<file path="src/iqs_pkg.sv">
`default_nettype none
package iqs_pkg;

  localparam int FracBits  = 15;
  localparam int MaxHaps   = 65536;
  localparam int CntW      = 17;
  localparam int QW        = 16;
  localparam logic [QW-1:0] OneQ  = QW'(1) << FracBits;
  localparam logic [QW-1:0] HalfQ = OneQ >> 1;

  // divider width: the empirical R2 denominator vx*vy and the squared cross
  // term stay below 2^91 for up to MaxHaps elements
  localparam int DivW = 96;

  // accumulated sums of one variant, handed from front to back
  typedef struct packed {
    logic [CntW-1:0] n;
    logic [31:0]     sx;
    logic [47:0]     sxx;
    logic [31:0]     scs;
    logic [31:0]     lsx;
    logic [47:0]     lsxx;
    logic [CntW-1:0] sobs;
    logic [31:0]     scross;
    logic            typed;
    logic            has_loo;
  } sums_t;

  typedef struct packed {
    logic [QW-1:0]   allele_freq;
    logic [QW-2:0]   minor_freq;
    logic [QW-1:0]   avg_call_score;
    logic [QW-1:0]   r_squared;
    logic [QW-1:0]   empirical_r_squared;
    logic            typed_flag;
    logic            imputed_flag;
    logic            keep;
    logic [CntW-1:0] present_count;
  } result_t;

endpackage
`default_nettype wire

</file>
<file path="src/iqs_front.sv">
`default_nettype none
// Accumulates one element per cycle while the queue is not full; on last pushes the sums into the queue.
module iqs_front (
  input  wire                 clk,
  input  wire                 rst_n,
  input  wire                 in_valid,
  output logic                in_ready,
  input  wire [15:0]          dosage,
  input  wire                 absent,
  input  wire                 typed,
  input  wire                 has_loo,
  input  wire [15:0]          loo_dose,
  input  wire                 observed,
  input  wire                 last,
  output logic                push,
  output iqs_pkg::sums_t      push_data,
  input  wire                 q_full
);

  logic [iqs_pkg::CntW-1:0] n_r;
  logic [31:0] sx_r, scs_r, lsx_r, scross_r;
  logic [47:0] sxx_r, lsxx_r;
  logic [iqs_pkg::CntW-1:0] sobs_r;

  logic [15:0] x, lx, cs;
  logic [31:0] xx, lxx;
  logic        add;
  logic [iqs_pkg::CntW-1:0] n_nxt, sobs_nxt;
  logic [31:0] sx_nxt, scs_nxt, lsx_nxt, scross_nxt;
  logic [47:0] sxx_nxt, lsxx_nxt;
  logic        acc;

  assign in_ready = !q_full;
  assign acc      = in_valid && in_ready;

  always_comb begin
    x   = (dosage > iqs_pkg::OneQ) ? iqs_pkg::OneQ : dosage;
    lx  = (loo_dose > iqs_pkg::OneQ) ? iqs_pkg::OneQ : loo_dose;
    xx  = x * x;
    lxx = lx * lx;
    cs  = (x > iqs_pkg::HalfQ) ? x : iqs_pkg::OneQ - x;
    add = !absent && (n_r < iqs_pkg::CntW'(iqs_pkg::MaxHaps));
    n_nxt = n_r; sx_nxt = sx_r; sxx_nxt = sxx_r; scs_nxt = scs_r;
    lsx_nxt = lsx_r; lsxx_nxt = lsxx_r; sobs_nxt = sobs_r; scross_nxt = scross_r;
    if (add) begin
      n_nxt   = n_r + 1'b1;
      sx_nxt  = sx_r + 32'(x);
      sxx_nxt = sxx_r + 48'(xx);
      scs_nxt = scs_r + 32'(cs);
      if (has_loo) begin
        lsx_nxt    = lsx_r + 32'(lx);
        lsxx_nxt   = lsxx_r + 48'(lxx);
        sobs_nxt   = sobs_r + iqs_pkg::CntW'(observed);
        scross_nxt = scross_r + (observed ? 32'(lx) : 32'd0);
      end
    end
  end

  always_comb begin
    push                   = acc && last;
    push_data.n            = n_nxt;
    push_data.sx           = sx_nxt;
    push_data.sxx          = sxx_nxt;
    push_data.scs          = scs_nxt;
    push_data.lsx          = lsx_nxt;
    push_data.lsxx         = lsxx_nxt;
    push_data.sobs         = sobs_nxt;
    push_data.scross       = scross_nxt;
    push_data.typed        = typed;
    push_data.has_loo      = has_loo;
  end

  always_ff @(posedge clk) begin
    if (!rst_n || (acc && last)) begin
      n_r <= '0; sx_r <= '0; sxx_r <= '0; scs_r <= '0;
      lsx_r <= '0; lsxx_r <= '0; sobs_r <= '0; scross_r <= '0;
    end else if (acc) begin
      n_r <= n_nxt; sx_r <= sx_nxt; sxx_r <= sxx_nxt; scs_r <= scs_nxt;
      lsx_r <= lsx_nxt; lsxx_r <= lsxx_nxt; sobs_r <= sobs_nxt;
      scross_r <= scross_nxt;
    end
  end

endmodule
`default_nettype wire

</file>
<file path="config.mk">
export PLATFORM = sky130hd
export DESIGN_NAME = iqs_front
export DESIGN_NICKNAME = d
export VERILOG_FILES = /design/src/iqs_pkg.sv /design/src/iqs_front.sv
export SDC_FILE = /design/constraint.sdc
export NUM_CORES = 2
export LEC_CHECK = 0
export ABC_AREA = 1
export BUFFER_PORTS_ARGS = -buffer_cell sky130_fd_sc_hd__buf_4
export CAP_MARGIN = 30
export CELL_PAD_IN_SITES_DETAIL_PLACEMENT = 1
export CELL_PAD_IN_SITES_GLOBAL_PLACEMENT = 1
export CORE_MARGIN = 3
export CORE_UTILIZATION = 48
export DETAILED_ROUTE_END_ITERATION = 16
export PLACE_DENSITY_LB_ADDON = 0.2
export SKIP_LAST_GASP = 1
export SYNTH_ARGS = -nofsm -noshare
export SYNTH_HDL_FRONTEND = slang
export SYNTH_SLANG_ARGS = --single-unit
</file>
<file path="constraint.sdc">
create_clock -name clk -period 13.3 [get_ports clk]
set_input_delay 1.33 -clock clk [delete_from_list [all_inputs] [get_ports clk]]
set_output_delay 1.33 -clock clk [all_outputs]
set_load 0.005 [all_outputs]
</file>
Word level (Yosys, flattened, before mapping)

Cells that the tools add are included.

Register bits after elaboration: 258
Bits in latches: 0
RAM bits: 0
ROM bits: 0
Bits of input ports: 41
Output and inout bits: 262
Word-level logic and storage cells: 46
Memories: 0

Add/subtract/negate cells: 9
Multipliers: 2
Divide/modulo/power cells: 0
$lt $le $gt $ge: 4
Eq/ne operators: 0
Shifts and indexed selects: 0
Mux-type cells: 16
Bitwise gates (word level): 0
Reductions and logical operators: 7

Operators by type and width:

| kind                                                  | number |
|---|---|
| two-way mux 32 bit                                    | 6 |
| two-way mux 48 bit                                    | 3 |
| adder 32 x 16 -> 32 bit                               | 4 |
| adder 48 x 32 -> 48 bit                               | 2 |
| multiplier 16 x 16 -> 32 bit                          | 2 |
| two-way mux 16 bit                                    | 4 |
| two-way mux 17 bit                                    | 3 |
| > comparator 16 bit (second input constant)           | 2 |
| adder 17 x 1 -> 17 bit                                | 1 |
| adder 17 x 1 -> 17 bit (second input constant)        | 1 |
| less-than comparator 17 bit (second input constant)   | 1 |
| > comparator 16 x 15 -> 1 bit (second input constant) | 1 |
| subtractor 16 bit (first input constant)              | 1 |
| logical AND 1 bit                                     | 3 |
| logical NOT 1 bit                                     | 3 |
| logical OR 1 bit                                      | 1 |

Depth between registers and ports, before layout

Depth after elaboration: 6
Mapped depth: 39
Depth with buffers taken out: 36

Least setup slack after synthesis

OpenSTA, ideal clock, no wires.

Path type: input to output
Start point: input loo_dose[12]
End point: output push_data[89] (netlist bit)
Arrival time: 7118 ps
Data required time: 11970 ps
Slack: 4852 ps
Stages: 32
Path buffers: 2
Cell sequence: clkbuf_1 -> nor4_1 -> nand4_1 -> nand2_1 -> inv_2 -> buf_6 -> nor2_2 -> inv_1 -> nor2_1 -> fa_1 -> fa_1 -> inv_1 -> fa_1 -> inv_1 -> fa_1 -> fa_1 -> inv_1 -> fa_1 -> inv_1 -> ha_1 -> nand2_1 -> inv_1 -> nand2_1 -> inv_1 -> a21oi_1 -> nand3_1 -> nand2_1 -> nand2_1 -> nand2_1 -> nand2_1 -> nand2_1 -> inv_1

RTL lines:

| what        | line            | source |
|---|---|---|
| from (decl) | iqs_front.sv:12 | `input wire [15:0] loo_dose,` |
| to (decl)   | iqs_front.sv:16 | `output iqs_pkg::sums_t push_data,` |

==> results.json <==
{
  "hold_viol_final": 0,
  "yosysTopAreaCellShare_pct": 20.9,
  "place_congestion": 0.945,
  "die_h_um": 286,
  "hold_slack_ns": 0.539,
  "routed_wl_um": 143000,
  "power_frac_clock_pct": 14.7,
  "end_kind": "output port",
  "synth_compound_area_share_pct": 10.5,
  "synth.distinct_cells": 44,
  "synth.area.mux_share_pct": 0,
  "cp.arrival_ns": 8.99,
  "p_sw_share_pct": 55.2,
  "drive_gt1_share_pct": 7.36,
  "synth-async-reset-ratio_pct": 0,
  "comb_power_share_pct": 73.6,
  "path_class": "in2out",
  "setup_viol": 0,
  "setup_tns_ns": 0,
  "drt-initial-drc-count": 2653,
  "switchingPower_mw": 4.18,
  "grt_setup_unrepaired": "false",
  "ys_warn_count": 0,
  "multi_input_area_um2": 26400,
  "path_clk_slew_ns": 0.05,
  "drc_errors": 0,
  "ctsHoldBuffers": 0,
  "ios": 303,
  "portBuffers": 300,
  "post_drt_wl_per_cell_um": 19.9,
  "viasPerCell": 5.41,
  "synth_area_per_cell_um2": 6.41,
  "regArea_um2": 5160,
  "fp-row-count": 102,
  "worst_skew_pair.late_latency_ns": 0.58,
  "leakage_nw": 24.0,
  "m1WireLength_um": 62900,
  "synth_top_family_by_area": "adder cells",
  "synth.largest_area_cell": "fa_1",
  "routed.top_layer": "met5",
  "first_pass_iters": 6,
  "crit_family": "adder cells",
  "fp.dieW_um": 286,
  "grt_max_degree": 217,
  "drv_slew": 0,
  "cts_tree": "done",
  "cp_max_fo": 12,
  "max_stage_delay_ns": 0.64,
  "final_nets": 6839,
  "core_area_um2": 77700,
  "ys.flop_type": "dfxtp_1",
  "peakVddDrop_mv": 0.149,
  "powerDensity_nw_per_um2": 179,
  "cts_resized": 0,
  "post-cts-setup-buffer-count": 0,
  "ant_nets": 0,
  "fillCellCount": 10700,
  "crit_path_start_kind": "input pin",
  "syn2layout_area_growth_pct": 12.1,
  "dr_wl_met2_um": 64600,
  "cts_buffer_depth": 3,
  "cpMaxStageDelayCell": "nor2_1",
  "synth-edff-count": 0,
  "initial_core_util_pct": 48.6,
  "root_buffer": "clkbuf_16",
  "htree_levels": 2,
  "max_freq_ghz": 0.0969,
  "fin_skew_ns": 0.0234,
  "yosys.area_share.simple_pct": 26.8,
  "cp.buffers_inverters": 10,
  "grt_pass1_vias": 40300,
  "synth_adder_area_share_pct": 30.0,
  "hp-class": "reg2reg",
  "post-route-period-util_pct": 77.6,
  "required_ns": 11.97,
  "slew_headroom_pct": 28.7,
  "period_minus_slack_ns": 10.32,
  "dr_total_vias": 38900,
  "p_int_mw": 3.40,
  "synthesis.area_um2": 37800,
  "cts_buffers": 38,
  "status": "finished, final reports clean",
  "grt_pass1_wl_um": 223000,
  "synth_cells": 5891,
  "cap_violations": 0,
  "antenna_found_initial": 6,
  "ys_ff_latch": 258,
  "globalRoute.totalOverflow": 0,
  "synth_xor_area_share_pct": 2.11,
  "wl_met3_um": 11200,
  "dp_hpwl_um": 117000,
  "synth.area.top_cells": "fa_1 (21%), inv_1 (15%), nand2_1 (14%)",
  "synth_seq_area_share_pct": 13.7,
  "place_area_um2": 41000,
  "pwr-share-seq_pct": 11.7,
  "tightest_slew_ns": 1.07,
  "cts_sinks": 258,
  "dieArea_um2": 82100,
  "final_area_um2": 42300,
  "grt_usage_pct": 34.5
}
## area by class of cell
| cell class | instances | share of cell area, % |
|---|---|---|
| clock buffer | 55 | 2.61 |
| antenna | 2 | 0.0118 |
| timing repair buffer | 318 | 5.81 |
| tap | 1040 | 3.07 |
| inverter | 1512 | 13.4 |
| multi-input combinational | 4001 | 62.4 |
| sequential | 258 | 12.2 |
| clock inverter | 13 | 0.502 |
## worst reg2reg max path, delay by kind of cell (launching register included)
family                     cells  cell delay [ns]
and+or+nand+nor                4             0.71
buffers and inverters          5             0.38
xor gates and xnor gates       1             0.21
AOI/OAI and AO/OA              2             0.78
DFF                            1             0.33
adders and majority gates      5             2.43
## logic make-up (layout without fill, tap and decap cells)
group | Yosys count | after routing
buffers and inverters | 1676 | 1898
DFF | 258 | 258
other | 2 | 48
AOI/OAI and AO/OA | 768 | 768
xor gates and xnor gates | 91 | 91
and+or+nand+nor | 2427 | 2427
adders and majority gates | 669 | 669
## synthesized netlist by cell type, types with 4 or more instances
cell type,n
ha_1,275
xnor2_1,34
xor2_1,57
nand3_1,344
o21bai_1,10
clkbuf_1,123
nor2_1,446
buf_4,5
buf_1,8
a21o_1,10
nand3b_1,9
o21ai_0,341
a21oi_1,365
nor3_1,64
nor4_1,22
o21a_1,4
buf_2,23
nor2_2,5
fa_1,394
nand2_2,15
or2_2,33
o211ai_1,12
o22ai_1,7
inv_1,1505
o21ai_1,7
buf_6,5
dfxtp_1,258
nand2_1,1401
nand4_1,79
## through the flow
step                      setup WS (ns)  utilization [%]  instances  power (mW)
final                              2.98             54.5       7199        7.58
after global routing               2.55             54.5       7199        8.25
after CTS                          3.18             54.4       7195        7.52
after detailed placement           3.24             52.7       7127        6.35
after global placement             2.98             52.7       7124        6.13
after floorplan                    4.85                -       5935        4.38
## path summary, 6_finish.rpt
| check | start | to | slack, ns | depth (start not counted) |
|---|---|---|---|---|
| worst max register to register | sxx_r[10] | sxx_r[11] | 8.38 | 17 |
| worst min register to register | n_r[9] | n_r[9] | 0.54 | 2 |
| worst max-delay path | loo_dose[1] | push_data[98] | 2.98 | 32 |
| worst min-delay path | n_r[9] | n_r[9] | 0.54 | 2 |
## flip-flops by register name (all words and copies together) (netlist names)
| signal | cells |
|---|---|
| sxx_r | 48 |
| lsx_r | 32 |
| n_r | 17 |
| scross_r | 32 |
| lsxx_r | 48 |
| sobs_r | 17 |
| scs_r | 32 |
| sx_r | 32 |
## power by group through the flow
stage               Sequential, mW  Combinational [mW]  Clock, mW
floorplan                    0.879                3.51          0
global placement             0.898                5.24          0
detailed placement           0.901                5.45          0
CTS                          0.885                5.50       1.14
global route                 0.893                6.19       1.16
finish                       0.887                5.58       1.11
## layout by cell type, fill, tap and decap left out, drive strengths merged, types with 57 or more instances in the layout
| cell | synthesis | routed |
|---|---|---|
| nand3 | 344 | 344 |
| o21ai | 350 | 350 |
| fa | 394 | 394 |
| buf | 41 | 317 |
| xor2 | 57 | 57 |
| ha | 275 | 275 |
| nand2 | 1419 | 1419 |
| a21oi | 365 | 365 |
| nor3 | 66 | 66 |
| nand4 | 79 | 79 |
| dfxtp | 258 | 258 |
| nor2 | 454 | 454 |
| inv | 1509 | 1510 |
## layer usage
layer,global-route usage (%),vias to the layer above
li1,-,18300
met1,47.0,19200
met2,55.7,1203
met3,6.93,242
met4,9.76,4
met5,0,-
(Power assumes the default switching activity.)
