`src/iqs_pkg.sv`:
```
`default_nettype none
package iqs_pkg;

  localparam int FracBits  = 15;
  localparam int MaxHaps   = 65536;
  localparam int CntW      = 17;
  localparam int QW        = 16;
  localparam logic [QW-1:0] OneQ  = QW'(1) << FracBits;
  localparam logic [QW-1:0] HalfQ = OneQ >> 1;

  // divider width: the empirical R2 denominator vx*vy and the squared cross
  // term stay below 2^91 for up to MaxHaps elements
  localparam int DivW = 96;

  // accumulated sums of one variant, handed from front to back
  typedef struct packed {
    logic [CntW-1:0] n;
    logic [31:0]     sx;
    logic [47:0]     sxx;
    logic [31:0]     scs;
    logic [31:0]     lsx;
    logic [47:0]     lsxx;
    logic [CntW-1:0] sobs;
    logic [31:0]     scross;
    logic            typed;
    logic            has_loo;
  } sums_t;

  typedef struct packed {
    logic [QW-1:0]   allele_freq;
    logic [QW-2:0]   minor_freq;
    logic [QW-1:0]   avg_call_score;
    logic [QW-1:0]   r_squared;
    logic [QW-1:0]   empirical_r_squared;
    logic            typed_flag;
    logic            imputed_flag;
    logic            keep;
    logic [CntW-1:0] present_count;
  } result_t;

endpackage
`default_nettype wire

```
`src/iqs_fifo.sv`:
```
`default_nettype none
// Two-entry queue of per-variant sums.
module iqs_fifo (
  input  wire                 clk,
  input  wire                 rst_n,
  input  wire                 push,
  input  iqs_pkg::sums_t      push_data,
  output logic                full,
  input  wire                 pop,
  output logic                empty,
  output iqs_pkg::sums_t      pop_data
);

  iqs_pkg::sums_t mem_r [2];
  logic           wp_r, rp_r;
  logic [1:0]     cnt_r;

  assign full     = (cnt_r == 2'd2);
  assign empty    = (cnt_r == 2'd0);
  assign pop_data = mem_r[rp_r];

  always_ff @(posedge clk) begin
    if (push) mem_r[wp_r] <= push_data;
  end

  always_ff @(posedge clk) begin
    if (!rst_n) begin
      wp_r <= 1'b0; rp_r <= 1'b0; cnt_r <= '0;
    end else begin
      if (push) wp_r <= !wp_r;
      if (pop) rp_r <= !rp_r;
      cnt_r <= cnt_r + 2'(push) - 2'(pop);
    end
  end

endmodule
`default_nettype wire

```
`config.mk`:
```
export PLATFORM = sky130hd
export DESIGN_NAME = iqs_fifo
export DESIGN_NICKNAME = d
export VERILOG_FILES = /design/src/iqs_pkg.sv /design/src/iqs_fifo.sv
export SDC_FILE = /design/constraint.sdc
export NUM_CORES = 1
export LEC_CHECK = 0
export BUFFER_PORTS_ARGS = -buffer_cell sky130_fd_sc_hd__buf_4
export CAP_MARGIN = 25
export CORE_AREA = 2 2 203 205
export CTS_BUF_LIST = sky130_fd_sc_hd__clkbuf_8
export DETAILED_ROUTE_END_ITERATION = 6
export DIE_AREA = 0 0 205 207
export PLACE_DENSITY = 0.75
export SLEW_MARGIN = 15
export SYNTH_ARGS = -nofsm -noshare
export SYNTH_HDL_FRONTEND = slang
export SYNTH_SLANG_ARGS = --single-unit
```
`constraint.sdc`:
```
create_clock -name clk -period 16.95 [get_ports clk]
set_clock_uncertainty 0.1 [all_clocks]
set_input_delay 0.8475 -clock clk [delete_from_list [all_inputs] [get_ports clk]]
set_output_delay 0.8475 -clock clk [all_outputs]
set_load 0.02 [all_outputs]
```
-- Word level (Yosys, flattened, before mapping)
Memory sizes are Yosys's and may differ from the RTL's. A register that Yosys moved wholly into a read port is not among the register bits.
Index checks and enable logic that the tools add are counted.
- register bits: 4
- RAM bits: 520
- output and inout port bits: 262
- logic and storage cells: 14
- memories kept: 1
- add/subtract/negate cells: 2
- equal/unequal tests: 1
- mux-type cells: 4
- reductions and logical operators: 3
- memory list (name ; words ; bits a word ; read ports ; clocked after Yosys merged registers in ; write ports ; RTL line ; text):
    mem_r ; 2 ; 260 ; 1 ; 1 ; 1 ; iqs_fifo.sv:14 ; iqs_pkg::sums_t mem_r [2];
- operators with widths (kind ; count):
    1-bit two-way mux ; 4
    2-bit by 1-bit adder with 2-bit output ; 1
    2-bit equality test, second input constant ; 1
    1-bit logical NOT ; 2
    2-bit logical NOT ; 1
    2-bit by 1-bit subtractor with 2-bit output ; 1

-- Depth between registers and ports, before layout
Gate-level depths: netlist of run 1.
- depth in word-level cells: 3
- mapped depth: 6

-- Worst setup path after synthesis of run 1
Ideal clock, no wire load.
- kind: input port to flip-flop
- from: input port push
- to: register wp_r
- library setup time: 0.112 ns
- arrival time: 12.921 ns
- data required time: 16.738 ns
- slack: 3.817 ns
- stages: 2
- cell sequence: nor2b_1 -> o21a_1
- RTL lines (what ; RTL line ; text):
    from (decl) ; iqs_fifo.sv:6 ; input wire push,
    to (signal assigned) ; iqs_fifo.sv:30 ; if (push) wp_r <= !wp_r;
    to (decl) ; iqs_fifo.sv:15 ; logic wp_r, rp_r;

==> impl_metrics.toml, run 1 <==
[sta]
slew-limit-headroom = 0.273
grt_setup_unrepaired = "no"
setup_failing_eps_final = 0
max_clock_freq_ghz = 0.204
final.period_utilization = 0.289
finalCriticalPeriod_ps = 4900
timing.final.ws_setup_ps = 12050
setup-tns-final_ps = 0
tightestPinTransition_ps = 1090
hold_viol = 0
timing.hold.ws_ps = 307
timing_max_transition_violations_final = 0

[job]
max_cap_violations = 0

[routing]
routed-via-count = 9984
drc_errors = 0
drtAntennaViolNets = 0
first_iteration_detailed_routing_drc_count = 493
routedWlPerCell_um = 21.4
detail_route.first_pass.iterations = 4
detail_route.wirelength_mm = 43.2
avgViaCountPerCell = 4.96

[clock_network]
cts_tree = "built"
postCtsSetupBuffers = 0
clock_tree.htree_level_count = 3
clk_path_buf_depth = 3
clk_pin_slew_ps = 60
cts_hold_buffers = 0
cts_root_buffer = "clkbuf_8"
clock_latency_ps = 600
cts.sinks = 525
post_cts_resize_count = 0
tritoncts_buffers = 84

[global_routing]
grt.busiest_layer = "met2"
grt_usage = 0.198
grt_pass1_wl_mm = 62.0
gr-usage-met1 = 0.210
grt_max_degree = 157
groute.layer.met2.usage = 0.334
overflow_left_after_global_routing = 0
number_of_antenna_violations_at_the_first_check_in_global_routing = 3
gr-usage-met3 = 0.0911
grt_pass1_vias = 10600

[power]
ir_drop_uv = 80.7
leakage_dissipation_nw = 10.2
finalPower_mw = 2.90
power-per-cell-area_nw_per_um2 = 113

[run_status]
outcome = "finished clean"

[synth]
yosys.area.top_type_share = 0.788
synth.ff_latch_count = 525
synth.largest_area_cell = "edfxtp_1"
syn-cell-area_um2 = 19800
postSynthAreaPerCell_um2 = 23.9
synth_area_leaders = "edfxtp_1, mux2_4, mux2_2"
synthCells = 830
yosysSeqAreaShare = 0.793
yosysWarningCount = 0
unique_masters_post_synth = 14
postSynthNetCount = 1096

[setup_path]
crit_path_top_delay_cell = "dfxtp_4"
critPathKind = "flop to output port"
critical_path.reg2reg.startpoint = "wp_r"
cp_common_cell = "buf_4"
timing.critical_path.slowest_cell_delay_ps = 920
r2r_end = "mem_r[1][106]"
worstRegToRegCells = 2
path_cells = "buf_4 -> buf_4 -> mux2_2 -> buf_4"
startpoint_type_of_the_worst_setup_path = "flop"
worst_ep_required_time_ps = 16000
critical_path_arrival_ps = 3950
path_max_fanout = 58
critical_path.top_delay_family = "buffers and inverters"
reg2reg_slack_ps = 14600
setup.worst_path.end_class = "output port"
crit_buf_inv = 3

[hold_path]
min_to = "mem_r[1][187]"
whs_path_depth = 1
timing.hold.worst.start = "push_data[187]"
min-delay-path-class = "input pin to flop"

[finish]
area.growth.synth_to_final_pct = 29.7
finish.utilization = 0.636
final_area_um2 = 25700
final_layout_size_suffix_gt1_frac = 0.606
fillerInstances = 2779
final_cell_count_no_fill = 2012
layout.nets = 1687

[floorplanning]
die-height_um = 207
initial_core_utilization = 0.491
fp.dieW_um = 205
core.rowCount = 74
die-area_um2 = 42400
num_io_pins = 526
core_region_area_um2 = 40400

[placement]
dpl_worst_slack_ps = 12620
finalWeightedCongestion = 0.796
post-place-cells = 1867
port_buffers = 525
hpwl_mm = 29.6
area_post_placement_um2 = 24200
cell families after synthesis:
family                     after synthesis  synth area share
buffers and inverters                   31            0.0150
muxes                                  260             0.186
adders and majority gates                2           0.00126
DFF                                    525             0.793
AOI/OAI and AO/OA                        1          0.000379
and+or+nand+nor                          9           0.00272
xor gates and xnor gates                 2           0.00158
report_power, final:
| group | internal (mW) | switching (mW) | leakage (nW) | total (mW) |
|---|---|---|---|---|
| Combinational | 0.218 | 0.215 | 4.37 | 0.433 |
| Clock | 0.484 | 0.457 | 0.876 | 0.941 |
| Sequential | 1.50 | 0.0232 | 4.92 | 1.53 |
| Total | 2.21 | 0.695 | 10.2 | 2.90 |
layout by cell type (no fill, tap or decap), drive strengths merged:
cell type / count
and2: 4
buf: 534
bufinv: 1
clkbuf: 86
clkinv: 17
clkinvlp: 1
dfxtp: 5
diode: 2
edfxtp: 520
ha: 2
inv: 40
mux2: 260
nor2: 1
nor2b: 4
o21a: 1
xnor3: 1
xor2: 1
final cells by class:
type / count / area (um2) / share of cell area
sequential: 525 / 15700 / 0.612
clock buffer: 86 / 1180 / 0.0461
multi-input combinational: 274 / 3810 / 0.148
inverter: 2 / 7.51 / 0.000292
clock inverter: 57 / 272 / 0.0106
tap: 532 / 666 / 0.0259
timing repair buffer: 534 / 4030 / 0.157
antenna: 2 / 5.00 / 0.000195
worst max path at each step:
stage               from            to  cells past startpoint
finish              flop  pop_data[10]                      4
global route        flop  pop_data[10]                      4
CTS                 flop  pop_data[10]                      4
detailed placement  flop  pop_data[10]                      4
global placement    flop   pop_data[9]                      4
floorplan           push          wp_r                      2
routing by layer:
| layer | vias to the layer above | routed length (um) |
|---|---|---|
| met5 | - | 9 |
| met4 | 2 | 1350 |
| met3 | 74 | 4980 |
| met2 | 466 | 21900 |
| met1 | 4942 | 15000 |
| li1 | 4500 | - |
registers in the layout, summed over array words and instances (netlist names), named ones only:
register,count
cnt_r,2
mem_r,520
rp_r,1
wp_r,1
Yosys cell counts:
cell,number
nor2_1,1
edfxtp_1,520
xor2_1,1
nor2b_1,4
o21a_1,1
mux2_4,200
ha_1,2
and2_1,4
mux2_2,60
dfxtp_1,5
inv_1,2
xnor3_1,1
buf_2,6
buf_6,23
(Power assumes the default switching activity.)
==> run 2, diff against run 1 <==
- clock period: 16.95 -> 4.52 ns (I/O delays scaled with it)
==> run 2 against run 1 <==
  * Combinational power increased to 4.3 times the previous value
  * Highest routed layer is now met4
  * Worst hold slack got worse by 100 ps
  * Utilization increased by 7.0 points
  * Cell count increased by 14%
  * Total power increased to 3.9 times the previous value
  * Via count increased by 12%
  * Clock power increased to 3.9 times the previous value
  * Cell area increased by 11%
  * Sequential power increased to 3.7 times the previous value
  * Largest cell class unchanged
  * Clock-buffer cell count increased by 3
  * Sequential cell count unchanged
==> impl_metrics.toml, run 2 (synthesized netlist as in run 1, its figures left out) <==
[setup_path]
critical_path.reg2reg.startpoint = "wp_r"
setup.worst_path.end_class = "output port"
timing.critical_path.slowest_cell_delay_ps = 920
path_max_fanout = 57
crit_path_top_delay_cell = "dfxtp_4"
path_cells = "buf_12 -> mux2_4 -> buf_4"
critPathKind = "flop to output port"
startpoint_type_of_the_worst_setup_path = "flop"
worst_ep_required_time_ps = 4190
critical_path_arrival_ps = 2610

[routing]
detail_route.wirelength_mm = 48.4
drc_errors = 0
routed-via-count = 11200
detail_route.first_pass.iterations = 5
drtAntennaViolNets = 0
routedWlPerCell_um = 21.1
avgViaCountPerCell = 4.88
first_iteration_detailed_routing_drc_count = 576

[floorplanning]
die-area_um2 = 42400
num_io_pins = 526
die-height_um = 207
fp.dieW_um = 205
core_region_area_um2 = 40400
initial_core_utilization = 0.491
core.rowCount = 74

[finish]
finish.utilization = 0.706
register_area_um2 = 15700
final_area_um2 = 28500
layout.nets = 1959
final_cell_count_no_fill = 2296
reg_top3 = "mem_r: 520 flops, cnt_r: 2 flops"
final_layout_size_suffix_gt1_frac = 0.517
area.growth.synth_to_final_pct = 44.0
final_cell_mix = "buf_4, edfxtp_1, dlygate4sd3_1, mux2_4, clkbuf_8"
largest_register_ffs = 520
fillerInstances = 2376
largest_register = "mem_r"
final_common_cell = "buf_4"
multiInputGateArea_um2 = 3810

[sta]
max_clock_freq_ghz = 0.341
slew-limit-headroom = 0.415
tightestPinTransition_ps = 876
hold_viol = 0
timing.final.ws_setup_ps = 1590
setup_failing_eps_final = 0
timing.hold.ws_ps = 207
final.period_utilization = 0.649
grt_setup_unrepaired = "no"
setup-tns-final_ps = 0
finalCriticalPeriod_ps = 2930
timing_max_transition_violations_final = 0

[global_routing]
number_of_antenna_violations_at_the_first_check_in_global_routing = 5
grt_max_degree = 77
overflow_left_after_global_routing = 0
grt_pass1_vias = 12200
grt_pass1_wl_mm = 71.2
grt_usage = 0.224

[clock_network]
clk_pin_slew_ps = 70
clock_latency_ps = 630
postCtsSetupBuffers = 0
tritoncts_buffers = 82
cts_tree = "built"
clk_path_buf_depth = 3
clock_tree.htree_level_count = 3
cts.sinks = 525
cts_root_buffer = "clkbuf_8"
post_cts_resize_count = 0

[placement]
hpwl_mm = 30.3
post-place-cells = 1877
port_buffers = 525
area_post_placement_um2 = 24400
finalWeightedCongestion = 0.825
dpl_worst_slack_ps = 2200

[hold_path]
timing.hold.worst.start = "push_data[45]"
min-delay-path-class = "input pin to flop"

[power]
leakage_dissipation_nw = 11.4
finalPower_mw = 11.3
power-per-cell-area_nw_per_um2 = 395
ir_drop_uv = 379

[run_status]
outcome = "finished clean"

[job]
max_cap_violations = 0
run 2: cell count changes in the layout (fill, tap and decap cells not counted), moves of 3 or more:
cell / change
inv_1: -5
buf_4: +5
diode_2: +3
dlygate4sd3_1: +264
clkinv_2: +5
buf_12: +5
clkbuf_8: +3
inv_6: -3
clkinv_1: +9
run 2: per-layer routing:
metal	track usage	vias up	routed length (um)
met5	0	-	0
met4	0.103	0	1640
met3	0.0787	99	4780
met2	0.381	536	24600
met1	0.252	5489	17400
li1	-	5071	-
run 2: path summary, 6_finish.rpt:
kind	slack (ps)	cells past startpoint	endpoint
max	1590	3	pop_data[198]
min	210	2	mem_r[1][45]
max reg2reg	2290	2	mem_r[1][154]
min reg2reg	500	2	flop
run 2: cell type report:
cell class / instances / area share
clock inverter: 61 / 0.00943
multi-input combinational: 274 / 0.133
tap: 532 / 0.0233
clock buffer: 89 / 0.0429
timing repair buffer: 808 / 0.239
sequential: 525 / 0.551
antenna: 5 / 0.000439
inverter: 2 / 0.000263
run 2: repair_timing:
action,in CTS,in global routing
hold buffers,264,0
endpoints found under the setup margin,0,0
hold endpoints to repair,525,0
run 2: critical path, delay by kind of cell, from the launching register on:
family / cells / cell delay [ps]
buffers and inverters: 2 / 580
DFF: 1 / 920
muxes: 1 / 350
run 2: where the power goes:
group          switching (mW)  internal [mW]
clock network            1.79           1.87
registers              0.0896           5.64
logic                   0.893          0.979
total                    2.77           8.48
